### config.mk
export PLATFORM = sky130hd
export DESIGN_NAME = linear_interp_resampler_core
export DESIGN_NICKNAME = d
export VERILOG_FILES = /design/src/rtl/lir_pkg.sv /design/src/rtl/lir_front.sv /design/src/rtl/lir_cmd_fifo.sv /design/src/rtl/lir_back.sv /design/src/rtl/linear_interp_resampler_core.sv
export SDC_FILE = /design/constraint.sdc
export NUM_CORES = 1
export LEC_CHECK = 0
export ABC_AREA = 1
export BUFFER_PORTS_ARGS = -buffer_cell sky130_fd_sc_hd__buf_2
export CORE_ASPECT_RATIO = 2
export CORE_UTILIZATION = 55
export DETAILED_ROUTE_END_ITERATION = 8
export HOLD_SLACK_MARGIN = 0.15
export MAX_ROUTING_LAYER = met4
export PLACE_DENSITY = 0.76
export SLEW_MARGIN = 20
export SYNTH_ARGS = -nofsm -noshare
export SYNTH_HDL_FRONTEND = slang
export SYNTH_SLANG_ARGS = --single-unit
### constraint.sdc
create_clock -name aclk -period 14.9 [get_ports aclk]
set_input_delay 2.235 -clock aclk [delete_from_list [all_inputs] [get_ports aclk]]
set_output_delay 2.235 -clock aclk [all_outputs]
set_load 0.1 [all_outputs]
### src/rtl/lir_pkg.sv
`default_nettype none

package lir_pkg;

    // Sample and fixed-point formats.
    localparam int SAMPLE_W  = 16;
    localparam int FRAC_BITS = 16;
    localparam int POS_W     = FRAC_BITS + 5;
    localparam int STEP_W    = 20;
    localparam int CFG_W     = STEP_W;
    localparam int CFG_IDX_W = 1;

    localparam logic [POS_W-1:0]  POS_ONE  = POS_W'(1) << FRAC_BITS;
    localparam logic [STEP_W-1:0] STEP_ONE = STEP_W'(1) << FRAC_BITS;
    localparam logic [STEP_W-1:0] STEP_MIN = STEP_ONE >> 6;

    // Interpolation datapath widths.
    localparam int DIFF_W = SAMPLE_W + 1;
    localparam int PROD_W = FRAC_BITS + 1 + DIFF_W;
    localparam int NUM_W  = PROD_W + 1;
    localparam int RND_W  = NUM_W - FRAC_BITS;

    localparam logic signed [SAMPLE_W-1:0] SAMPLE_MAX = {1'b0, {(SAMPLE_W-1){1'b1}}};
    localparam logic signed [SAMPLE_W-1:0] SAMPLE_MIN = {1'b1, {(SAMPLE_W-1){1'b0}}};

    // Configuration register indexes.
    localparam logic [CFG_IDX_W-1:0] REG_STEP   = 1'b0;
    localparam logic [CFG_IDX_W-1:0] REG_BYPASS = 1'b1;

    // Command kinds passed from the front end to the back end.
    localparam logic CMD_PASS   = 1'b0;
    localparam logic CMD_INTERP = 1'b1;

    // Command queue geometry.
    localparam int CMDQ_DEPTH = 2;
    localparam int CMDQ_AW    = $clog2(CMDQ_DEPTH);
    localparam int CMDQ_CW    = $clog2(CMDQ_DEPTH + 1);

    typedef struct packed {
        logic                       kind;
        logic signed [SAMPLE_W-1:0] a;
        logic signed [SAMPLE_W-1:0] b;
    } cmd_t;

endpackage

`default_nettype wire

### src/rtl/lir_front.sv
`default_nettype none

module lir_front (
    input  wire logic                          aclk,
    input  wire logic                          aresetn,
    input  wire logic                          bypass,
    input  wire logic                          s_valid,
    output logic                               s_ready,
    input  wire logic signed [lir_pkg::SAMPLE_W-1:0] s_in_sample,
    output logic                               cmd_valid,
    input  wire logic                          cmd_ready,
    output lir_pkg::cmd_t                      cmd
);
    import lir_pkg::*;

    logic                       have_prev_reg, have_prev_next;
    logic signed [SAMPLE_W-1:0] prev_reg, prev_next;
    logic                       accept;

    assign s_ready = cmd_ready;
    assign accept  = s_valid && s_ready;

    // In interpolation mode, the first sample after reset only primes the previous-sample register.
    assign cmd_valid = s_valid && (bypass || have_prev_reg);
    assign cmd.kind  = bypass ? CMD_PASS : CMD_INTERP;
    assign cmd.a     = bypass ? s_in_sample : prev_reg;
    assign cmd.b     = s_in_sample;

    always_comb begin
        have_prev_next = have_prev_reg;
        prev_next      = prev_reg;
        if (accept && !bypass) begin
            have_prev_next = 1'b1;
            prev_next      = s_in_sample;
        end
    end

    always_ff @(posedge aclk) begin
        if (!aresetn) begin
            have_prev_reg <= 1'b0;
            prev_reg      <= '0;
        end else begin
            have_prev_reg <= have_prev_next;
            prev_reg      <= prev_next;
        end
    end

endmodule

`default_nettype wire

### src/rtl/lir_cmd_fifo.sv
`default_nettype none

module lir_cmd_fifo (
    input  wire logic     aclk,
    input  wire logic     aresetn,
    input  wire logic     push_valid,
    output logic          push_ready,
    input  wire lir_pkg::cmd_t push_cmd,
    output logic          pop_valid,
    input  wire logic     pop_en,
    output lir_pkg::cmd_t pop_cmd
);
    import lir_pkg::*;

    cmd_t               entries_reg [CMDQ_DEPTH];
    logic [CMDQ_AW-1:0] wr_ptr_reg, wr_ptr_next;
    logic [CMDQ_AW-1:0] rd_ptr_reg, rd_ptr_next;
    logic [CMDQ_CW-1:0] count_reg, count_next;
    logic               do_push, do_pop;

    assign push_ready = (count_reg != CMDQ_CW'(CMDQ_DEPTH));
    assign pop_valid  = (count_reg != '0);
    assign pop_cmd    = entries_reg[rd_ptr_reg];
    assign do_push    = push_valid && push_ready;
    assign do_pop     = pop_en && pop_valid;

    always_comb begin
        wr_ptr_next = wr_ptr_reg;
        rd_ptr_next = rd_ptr_reg;
        count_next  = count_reg;
        if (do_push) begin
            wr_ptr_next = (wr_ptr_reg == CMDQ_AW'(CMDQ_DEPTH - 1)) ? '0 : wr_ptr_reg + 1'b1;
        end
        if (do_pop) begin
            rd_ptr_next = (rd_ptr_reg == CMDQ_AW'(CMDQ_DEPTH - 1)) ? '0 : rd_ptr_reg + 1'b1;
        end
        if (do_push && !do_pop) begin
            count_next = count_reg + 1'b1;
        end else if (do_pop && !do_push) begin
            count_next = count_reg - 1'b1;
        end
    end

    always_ff @(posedge aclk) begin
        if (!aresetn) begin
            wr_ptr_reg <= '0;
            rd_ptr_reg <= '0;
            count_reg  <= '0;
        end else begin
            wr_ptr_reg <= wr_ptr_next;
            rd_ptr_reg <= rd_ptr_next;
            count_reg  <= count_next;
        end
    end

    always_ff @(posedge aclk) begin
        if (do_push) begin
            entries_reg[wr_ptr_reg] <= push_cmd;
        end
    end

endmodule

`default_nettype wire

### src/rtl/lir_back.sv
`default_nettype none

module lir_back (
    input  wire logic                              aclk,
    input  wire logic                              aresetn,
    input  wire logic [lir_pkg::STEP_W-1:0]        step_q16,
    input  wire logic                              cmd_valid,
    output logic                                   cmd_pop,
    input  wire lir_pkg::cmd_t                     cmd,
    output logic                                   m_valid,
    input  wire logic                              m_ready,
    output logic signed [lir_pkg::SAMPLE_W-1:0]    m_out_sample,
    output logic                                   m_last_of_run
);
    import lir_pkg::*;

    typedef struct packed {
        logic                       pass;
        logic                       last;
        logic signed [SAMPLE_W-1:0] a;
        logic signed [PROD_W-1:0]   prod;
    } stage_t;

    // Sequencer state.
    logic                       active_reg, active_next;
    logic [POS_W-1:0]           pos_reg, pos_next;
    logic signed [SAMPLE_W-1:0] a_reg, a_next;
    logic signed [DIFF_W-1:0]   diff_reg, diff_next;

    // Multiply stage and output register.
    logic                       s1_valid_reg, s1_valid_next;
    stage_t                     s1_reg, s1_next;
    logic                       m_valid_reg, m_valid_next;
    logic signed [SAMPLE_W-1:0] out_sample_reg;
    logic                       out_last_reg;

    logic                       out_adv, can_issue;
    logic [STEP_W-1:0]          step_eff;
    logic [POS_W-1:0]           pos_sum;
    logic                       sum_done;
    logic signed [SAMPLE_W-1:0] op_a;
    logic signed [DIFF_W-1:0]   op_diff;
    logic signed [DIFF_W-1:0]   head_diff;
    logic signed [PROD_W-1:0]   op_prod;

    logic signed [NUM_W-1:0]    num;
    logic [NUM_W-1:0]           mag;
    logic [NUM_W-1:0]           mag_rnd;
    logic [RND_W-1:0]           rmag;
    logic signed [SAMPLE_W-1:0] interp_val;

    assign out_adv   = !m_valid_reg || m_ready;
    assign can_issue = !s1_valid_reg || out_adv;
    assign step_eff  = (step_q16 < STEP_MIN) ? STEP_MIN : step_q16;
    assign pos_sum   = pos_reg + POS_W'(step_eff);
    assign sum_done  = (pos_sum >= POS_ONE);

    assign head_diff = DIFF_W'(cmd.b) - DIFF_W'(cmd.a);
    assign op_a      = active_reg ? a_reg : cmd.a;
    assign op_diff   = active_reg ? diff_reg : head_diff;
    assign op_prod   = $signed({1'b0, pos_reg[FRAC_BITS-1:0]}) * op_diff;

    always_comb begin
        active_next   = active_reg;
        pos_next      = pos_reg;
        a_next        = a_reg;
        diff_next     = diff_reg;
        cmd_pop       = 1'b0;
        s1_valid_next = s1_valid_reg && !out_adv;
        s1_next       = s1_reg;

        if (active_reg) begin
            if (can_issue) begin
                s1_valid_next = 1'b1;
                s1_next       = '{pass: 1'b0, last: sum_done, a: op_a, prod: op_prod};
                active_next   = !sum_done;
                pos_next      = sum_done ? pos_sum - POS_ONE : pos_sum;
            end
        end else if (cmd_valid && can_issue) begin
            cmd_pop = 1'b1;
            if (cmd.kind == CMD_PASS) begin
                s1_valid_next = 1'b1;
                s1_next       = '{pass: 1'b1, last: 1'b1, a: cmd.a, prod: '0};
            end else if (pos_reg >= POS_ONE) begin
                // Step above one: this sample yields nothing.
                pos_next = pos_reg - POS_ONE;
            end else begin
                s1_valid_next = 1'b1;
                s1_next       = '{pass: 1'b0, last: sum_done, a: op_a, prod: op_prod};
                active_next   = !sum_done;
                pos_next      = sum_done ? pos_sum - POS_ONE : pos_sum;
                a_next        = cmd.a;
                diff_next     = head_diff;
            end
        end
    end

    // Rounding half away from zero on the Q.FRAC_BITS value, then clamping.
    always_comb begin
        num     = ({{(NUM_W-SAMPLE_W){s1_reg.a[SAMPLE_W-1]}}, s1_reg.a} <<< FRAC_BITS)
                + {{(NUM_W-PROD_W){s1_reg.prod[PROD_W-1]}}, s1_reg.prod};
        mag     = num[NUM_W-1] ? NUM_W'(-num) : NUM_W'(num);
        mag_rnd = mag + (NUM_W'(1) << (FRAC_BITS - 1));
        rmag    = mag_rnd[NUM_W-1:FRAC_BITS];
        if (!num[NUM_W-1]) begin
            interp_val = (rmag > RND_W'(SAMPLE_MAX)) ? SAMPLE_MAX : SAMPLE_W'(rmag);
        end else begin
            interp_val = (rmag > (RND_W'(1) << (SAMPLE_W - 1))) ? SAMPLE_MIN
                                                                 : SAMPLE_W'(-rmag);
        end
    end

    assign m_valid_next = (s1_valid_reg && out_adv) || (m_valid_reg && !m_ready);

    always_ff @(posedge aclk) begin
        if (!aresetn) begin
            active_reg   <= 1'b0;
            pos_reg      <= '0;
            s1_valid_reg <= 1'b0;
            m_valid_reg  <= 1'b0;
        end else begin
            active_reg   <= active_next;
            pos_reg      <= pos_next;
            s1_valid_reg <= s1_valid_next;
            m_valid_reg  <= m_valid_next;
        end
    end

    always_ff @(posedge aclk) begin
        a_reg    <= a_next;
        diff_reg <= diff_next;
        s1_reg   <= s1_next;
        if (s1_valid_reg && out_adv) begin
            out_sample_reg <= s1_reg.pass ? s1_reg.a : interp_val;
            out_last_reg   <= s1_reg.last;
        end
    end

    assign m_valid       = m_valid_reg;
    assign m_out_sample  = out_sample_reg;
    assign m_last_of_run = out_last_reg;

endmodule

`default_nettype wire

### src/rtl/linear_interp_resampler_core.sv
`default_nettype none

// Linear-interpolation resampler to 48 kHz. Each accepted request carries one signed
// 16-bit source sample. In interpolation mode the block produces every output that
// falls between the previous source sample and this one, each equal to
// prev + pos * (new - prev) rounded half away from zero, where pos is a Q5.16 read
// position that advances by step_q16 per output (steps below 1/64 count as 1/64, so
// at most 64 outputs arise per sample); m_last_of_run marks the final output of each
// sample. The first sample taken in interpolation mode after reset only primes the
// interpolator and yields no output, and a sample that arrives while the position is
// still at or above one yields none either. With bypass set, each sample comes out
// unchanged as a single output. Throughput is one output per clock while m_ready is
// high: a sample holds the sequencer until its last output has been issued, and the
// rate is set by the single-multiplier interpolation loop in the back end. A two-entry
// command queue between the front end and the back end lets input requests keep
// arriving while outputs are stalled. With the queue and the back end idle, the first
// output of a sample passes through the queue entry, the multiply stage and the output
// register before it is presented. Configuration must only be written while idle.

module linear_interp_resampler_core (
    input  wire logic                                aclk,
    input  wire logic                                aresetn,
    input  wire logic                                cfg_wr_en,
    input  wire logic [lir_pkg::CFG_IDX_W-1:0]       cfg_index,
    input  wire logic [lir_pkg::CFG_W-1:0]           cfg_wdata,
    input  wire logic                                s_valid,
    output logic                                     s_ready,
    input  wire logic signed [lir_pkg::SAMPLE_W-1:0] s_in_sample,
    output logic                                     m_valid,
    input  wire logic                                m_ready,
    output logic signed [lir_pkg::SAMPLE_W-1:0]      m_out_sample,
    output logic                                     m_last_of_run
);
    import lir_pkg::*;

    // Configuration registers.
    logic [STEP_W-1:0] step_reg, step_next;
    logic              bypass_reg, bypass_next;

    // Front end to queue, and queue to back end.
    logic push_valid, push_ready;
    cmd_t push_cmd;
    logic pop_valid, pop_en;
    cmd_t pop_cmd;

    always_comb begin
        step_next   = step_reg;
        bypass_next = bypass_reg;
        if (cfg_wr_en) begin
            unique case (cfg_index)
                REG_STEP:   step_next   = cfg_wdata[STEP_W-1:0];
                REG_BYPASS: bypass_next = cfg_wdata[0];
                default:    ;
            endcase
        end
    end

    always_ff @(posedge aclk) begin
        if (!aresetn) begin
            step_reg   <= STEP_ONE;
            bypass_reg <= 1'b1;
        end else begin
            step_reg   <= step_next;
            bypass_reg <= bypass_next;
        end
    end

    // The front end classifies each sample into a pass-through or interpolation command.
    lir_front u_front (
        .aclk        (aclk),
        .aresetn     (aresetn),
        .bypass      (bypass_reg),
        .s_valid     (s_valid),
        .s_ready     (s_ready),
        .s_in_sample (s_in_sample),
        .cmd_valid   (push_valid),
        .cmd_ready   (push_ready),
        .cmd         (push_cmd)
    );

    lir_cmd_fifo u_cmdq (
        .aclk       (aclk),
        .aresetn    (aresetn),
        .push_valid (push_valid),
        .push_ready (push_ready),
        .push_cmd   (push_cmd),
        .pop_valid  (pop_valid),
        .pop_en     (pop_en),
        .pop_cmd    (pop_cmd)
    );

    // The back end owns the read position and emits one output per cycle while the output is not stalled.
    lir_back u_back (
        .aclk          (aclk),
        .aresetn       (aresetn),
        .step_q16      (step_reg),
        .cmd_valid     (pop_valid),
        .cmd_pop       (pop_en),
        .cmd           (pop_cmd),
        .m_valid       (m_valid),
        .m_ready       (m_ready),
        .m_out_sample  (m_out_sample),
        .m_last_of_run (m_last_of_run)
    );

endmodule

`default_nettype wire

* Word level (Yosys, flattened, before mapping) *
Memories as Yosys holds them, arrays and structs flattened. A register that Yosys moved wholly into a read port is not among the register bits.
Index checks and enable logic that the tools add are counted.
W data, S select, Z words.

cells by class
  mux-type cells = 41
  $add $sub $neg = 12
  multiply operators = 1
  bitwise operators = 3
  order comparisons = 5
  equal/unequal tests = 3
  reductions and logical operators = 32

operators with widths
  operator                  number
  $mux W52                  5
  $mux W21                  6
  $mux W16                  6
  $ge A21 B17 Y1 const B    2
  $sub A21 B17 Y21 const B  2
  $add A32 B34 Y35          1
  $add A35 B16 Y35 const B  1
  $mux W35                  1
  $neg A35 Y35              1
  $mul A17 B17 Y34          1
  $add A21 B20 Y21          1
  $lt A20 B11 Y1 const B    1
  $mux W20                  1
  $gt A19 B15 Y1 const B    1
  $gt A19 B16 Y1 const B    1
  $mux W1                   19
  $mux W17                  1
  $sub A16 B16 Y17          1
  $neg A16 Y16              1
  $logic_and A1 B1 Y1       11
  $logic_not A1 Y1          8
  $reduce_bool A2 Y1        4
  $reduce_and A3 Y1         2
  $logic_or A1 B1 Y1        4
  other kinds (9)           15

storage, ports and cells
  RAM bits = 66
  register bits = 168
  memories = 1
  word-level logic and storage cells = 117
  input bits = 42

memories
  memory              depth  width  rd ports  clocked after Yosys merged registers in  wr ports  RTL line            text
  u_cmdq.entries_reg  2      33     1         1                                        1         lir_cmd_fifo.sv:15  cmd_t entries_reg [CMDQ_DEPTH];

* Depth between registers and ports, before layout *
  word-level depth = 10
  gate-level depth with buffers = 45
  gate-level depth less buffers = 44

* Hierarchy *
A second synthesis with hierarchy kept.

second synthesis, totals
  cell total of the unflattened synthesis = 3053
  area, all modules = 24096.9 µm²

by module, submodules not included
  module                        instances  seq. area each (µm²)  area an instance (µm²)  cells each
  lir_back                      1          3543.4                19446.2                 2621
  lir_cmd_fifo                  1          2082.0                2777.7                  140
  lir_front                     1          340.3                 985.9                   159
  linear_interp_resampler_core  1          420.4                 887.1                   133

* Least setup slack after synthesis *
No wires, ideal clock.

  kind = register to register
  start = register with a tool-made name
  end = register u_back.s1_reg[30] (netlist name), data pin
  stages on the path, launching flop included = 42
  path slack = 6.372 ns
  path buffers = 1
  data required time = 14.753 ns
  library setup time = 0.147 ns
  clock period less this slack = 8.528 ns
  arrival time = 8.381 ns
  cell sequence = dfxtp_1 > clkbuf_1 > mux2i_1 > ha_1 > inv_1 > fa_1 > nand3_1 > nand2_1 > a21oi_1 > o21ai_0 > a21o_1 > a21oi_1 > nor2_1 > o21ai_0 > nand2_1 > a21oi_1 > o21bai_1 > xor2_1 > [6 not listed] > fa_1 > fa_1 > fa_1 > fa_1 > inv_1 > fa_1 > inv_1 > ha_1 > a21oi_1 > o21ai_0 > a21oi_1 > inv_1 > a21oi_1 > o21ai_0 > inv_1 > o21bai_1 > or2_2 > a21oi_1

RTL lines
  element               RTL line         text
  to (signal assigned)  lir_back.sv:132  s1_reg <= s1_next;
  to (decl)             lir_back.sv:32   stage_t s1_reg, s1_next;

==> implementation parameters <==
Parameter                              Value

Die
  Overall die area ... 43,500 um^2
  Area of the core region ... 41,900 um^2
  Die height ... 294 um
  Effective utilization at floorplan ... 55.9%
  Number of primary I/O pins ... 61
  Horiz. Die Dim ... 148 um
  Number of standard-cell rows in the floorplan ... 106

Final layout
  Max FFs per register ... 66
  Finished Layout Cells ... 3,558
  Storage cell area ... 6390 um^2
  Area growth from synthesis to layout ... 6.54%
  Layout cells sized above 1 ... 7.55%
  Number of fill cells ... 3,844
  Inserted Diodes ... 0
  Area taken by multi-input logic gates ... 14,600 um^2
  Share of the core filled with cells in the final layout ... 59.6%
  Final-stage net count ... 3,445

Critical path
  CP max stage cell ... sky130_fd_sc_hd__o21ai_1
  Type of element capturing the critical path ... flip-flop
  Critical path's largest stage delay ... 0.60 ns
  FF-to-FF End ... u_back.s1_reg[30]
  Cell seen most often among critical-path stages ... sky130_fd_sc_hd__inv_1
  Kind of critical path ... flip-flop to flip-flop
  Path depth of the worst reg2reg path ... 44
  Reg-to-reg setup timing slack ... 4.20 ns
  Max FO, Critical Path ... 34
  Arrival time reported for the critical path endpoint ... 11.11 ns
  Category of the worst setup path launch point ... flip-flop
  Data required time of the worst path ... 15.31 ns

Hold path
  Hold depth ... 0
  Hold Path Origin ... u_back.s1_reg[50]
  Class of the tightest hold or removal check ... flip-flop to flip-flop
  Hold Path Sink ... u_back.m_last_of_run

CTS
  Clk Tree Root Cell ... sky130_fd_sc_hd__clkbuf_16
  Clock latency on the worst-skew pair ... 0.56 ns
  Number of buffers inserted during clock tree synthesis ... 23
  Clock sink count ... 235
  Number of buffers inserted by hold repair at cts ... 0
  Post-CTS setup buffers ... 0
  H-tree depth reported by CTS ... 1
  Maximum clock insertion buffer count ... 3
  Clock-pin slew reported for the worst setup and hold paths after clock tree synthesis ... 0.07 ns
  CTS tree ... yes
  Post-CTS Resized ... 0

Routing
  Count of nets left with antenna violations after detail routing ... 0
  Total length of routed met2 wires ... 37,200 um
  Number of DRC violations after detailed-routing iteration 0 ... 959
  Detailed-route via count ... 19,900
  Top metal layer carrying routed signals ... met4
  Metal1 wirelength ... 21,800 um
  DRT Wirelength ... 70,700 um
  Metal3 WL ... 3900 um
  Number of search-and-repair iterations in the first detailed-routing pass ... 5
  Post-route DRC violation count ... 0
  Number of vias per cell after detailed routing ... 5.60
  Average wire length per cell after detail routing ... 19.9 um

Timing
  Final Slew Violations ... 0
  Clock period minus worst slack ... 10.70 ns
  Achievable Freq ... 93.5 MHz
  Worst rel slew slack ... 31.8%
  Post-Route Setup TNS ... 0 ns
  Final setup skew ... 0.0185 ns
  Worst slew pin tran ... 1.02 ns
  Portion of the clock cycle consumed by the worst path in the final layout ... 71.8%
  Final setup violating endpoints ... 0
  Final-report hold violation count ... 0
  Setup repair after global routing missed its margin ... no

Global route
  Remaining global-route overflow ... 0
  Antenna violations before repair ... 0
  First-pass GRT wire length ... 111,000 um
  GRT Resource Usage Total ... 34.8%
  Via count of the first global-routing pass ... 21,100
  Pin count of the biggest net entering global routing ... 58

Placement
  Weighted congestion at the end of routability-driven global placement ... 1.01
  HPWL after detailed placement ... 57,000 um
  Placed Instances ... 3,516
  Port bufs ... 60

Synthesis
  Syn Nets ... 3,426
  Mapped cell area ... 23,400 um^2
  Cells taking the most area after synthesis ... sky130_fd_sc_hd__edfxtp_1 (22%), sky130_fd_sc_hd__fa_1 (18%), sky130_fd_sc_hd__nand2_1 (11%)
  Cell variety after synth ... 55
  Dominant cell type by area after synthesis ... sky130_fd_sc_hd__edfxtp_1
  Flip-flop cell with the highest count after synthesis ... sky130_fd_sc_hd__edfxtp_1
  Number of flops mapped to enable cells by yosys ... 168
  Number of synthesis warnings ... 0
  Async set or reset register ratio after synthesis ... 0%
  Avg Synthesized Cell Area ... 7.86 um^2
  Most frequent cells after synthesis ... sky130_fd_sc_hd__nand2_1 (716), sky130_fd_sc_hd__inv_1 (544), sky130_fd_sc_hd__nor2_1 (269)
  Share of the synthesized area in the top cell type ... 21.5%
  Sequential element share of the synthesized area ... 27.3%
  Most common cell in the synthesized netlist ... sky130_fd_sc_hd__nand2_1
  Flop and latch count out of synthesis ... 235
  Mapped Cells ... 2,982

Status
  Result of the run ... finished, final reports clean

Flow run
  Number of violations of the max-capacitance limit ... 0
## per-stage QoR
stage	hold slack (ns)	setup WS [ns]	area, um^2
5_1_grt	0.456	3.49	25000
4_1_cts	0.433	4.36	25000
3_5_place_dp	0.421	4.37	24200
6_report	0.428	4.20	25000
3_3_place_gp	0.408	4.73	24200
2_1_floorplan	0.400	6.37	23400
## kinds of logic after synthesis
family | Yosys count | synth area share, %
muxes | 2 | 0.0855
DFF | 235 | 27.3
xor gates and xnor gates | 58 | 2.17
and+or+nand+nor | 1271 | 23.1
AOI/OAI and AO/OA | 371 | 8.56
buffers and inverters | 643 | 10.5
adders and majority gates | 402 | 28.3
## cells in the final DEF, fill, tap and decap left out, types with 30 or more instances in the layout
master	n
sky130_fd_sc_hd__a21oi_1	166
sky130_fd_sc_hd__buf_2	60
sky130_fd_sc_hd__dfxtp_1	67
sky130_fd_sc_hd__edfxtp_1	168
sky130_fd_sc_hd__fa_1	212
sky130_fd_sc_hd__ha_1	190
sky130_fd_sc_hd__inv_1	543
sky130_fd_sc_hd__nand2_1	716
sky130_fd_sc_hd__nand2_2	30
sky130_fd_sc_hd__nand3_1	120
sky130_fd_sc_hd__nand4_1	54
sky130_fd_sc_hd__nor2_1	267
sky130_fd_sc_hd__o21ai_0	149
sky130_fd_sc_hd__xor2_1	37
## critical path, delay by kind of cell (launching register included)
family,cells,cell delay [ns]
and+or+nand+nor,7,1.01
DFF,1,0.30
adders and majority gates,8,3.71
AOI/OAI and AO/OA,16,3.51
xor gates and xnor gates,1,0.14
buffers and inverters,12,1.87
## per-layer routing
layer / vias up / GRT usage, %
met2: 744 / 63.5
met4: 0 / 32.3
met5: - / -
met3: 359 / 5.36
li1: 9435 / -
met1: 9387 / 29.8
## area by class of cell
cell class	count	share of cell area (%)
Sequential cell	235	25.6
Clock buffer	28	2.50
Tap cell	540	2.71
Inverter	556	8.37
Multi-Input combinational cell	2104	58.5
Timing Repair Buffer	81	1.83
Clock inverter	14	0.541
## worst max-delay path by stage
| stage | startpoint | end | cells past startpoint |
|---|---|---|---|
| after floorplan | flip-flop | u_back.s1_reg[30] | 41 |
| after global placement | flip-flop | u_back.s1_reg[30] | 42 |
| after detailed placement | flip-flop | u_back.s1_reg[30] | 44 |
| after CTS | flip-flop | u_back.s1_reg[30] | 44 |
| after global routing | flip-flop | u_back.s1_reg[30] | 44 |
| final | flip-flop | u_back.s1_reg[30] | 44 |
Power is left out: the tool's default activity adds up to more than one toggle a clock period on the data nets, which glitch-free logic cannot reach.
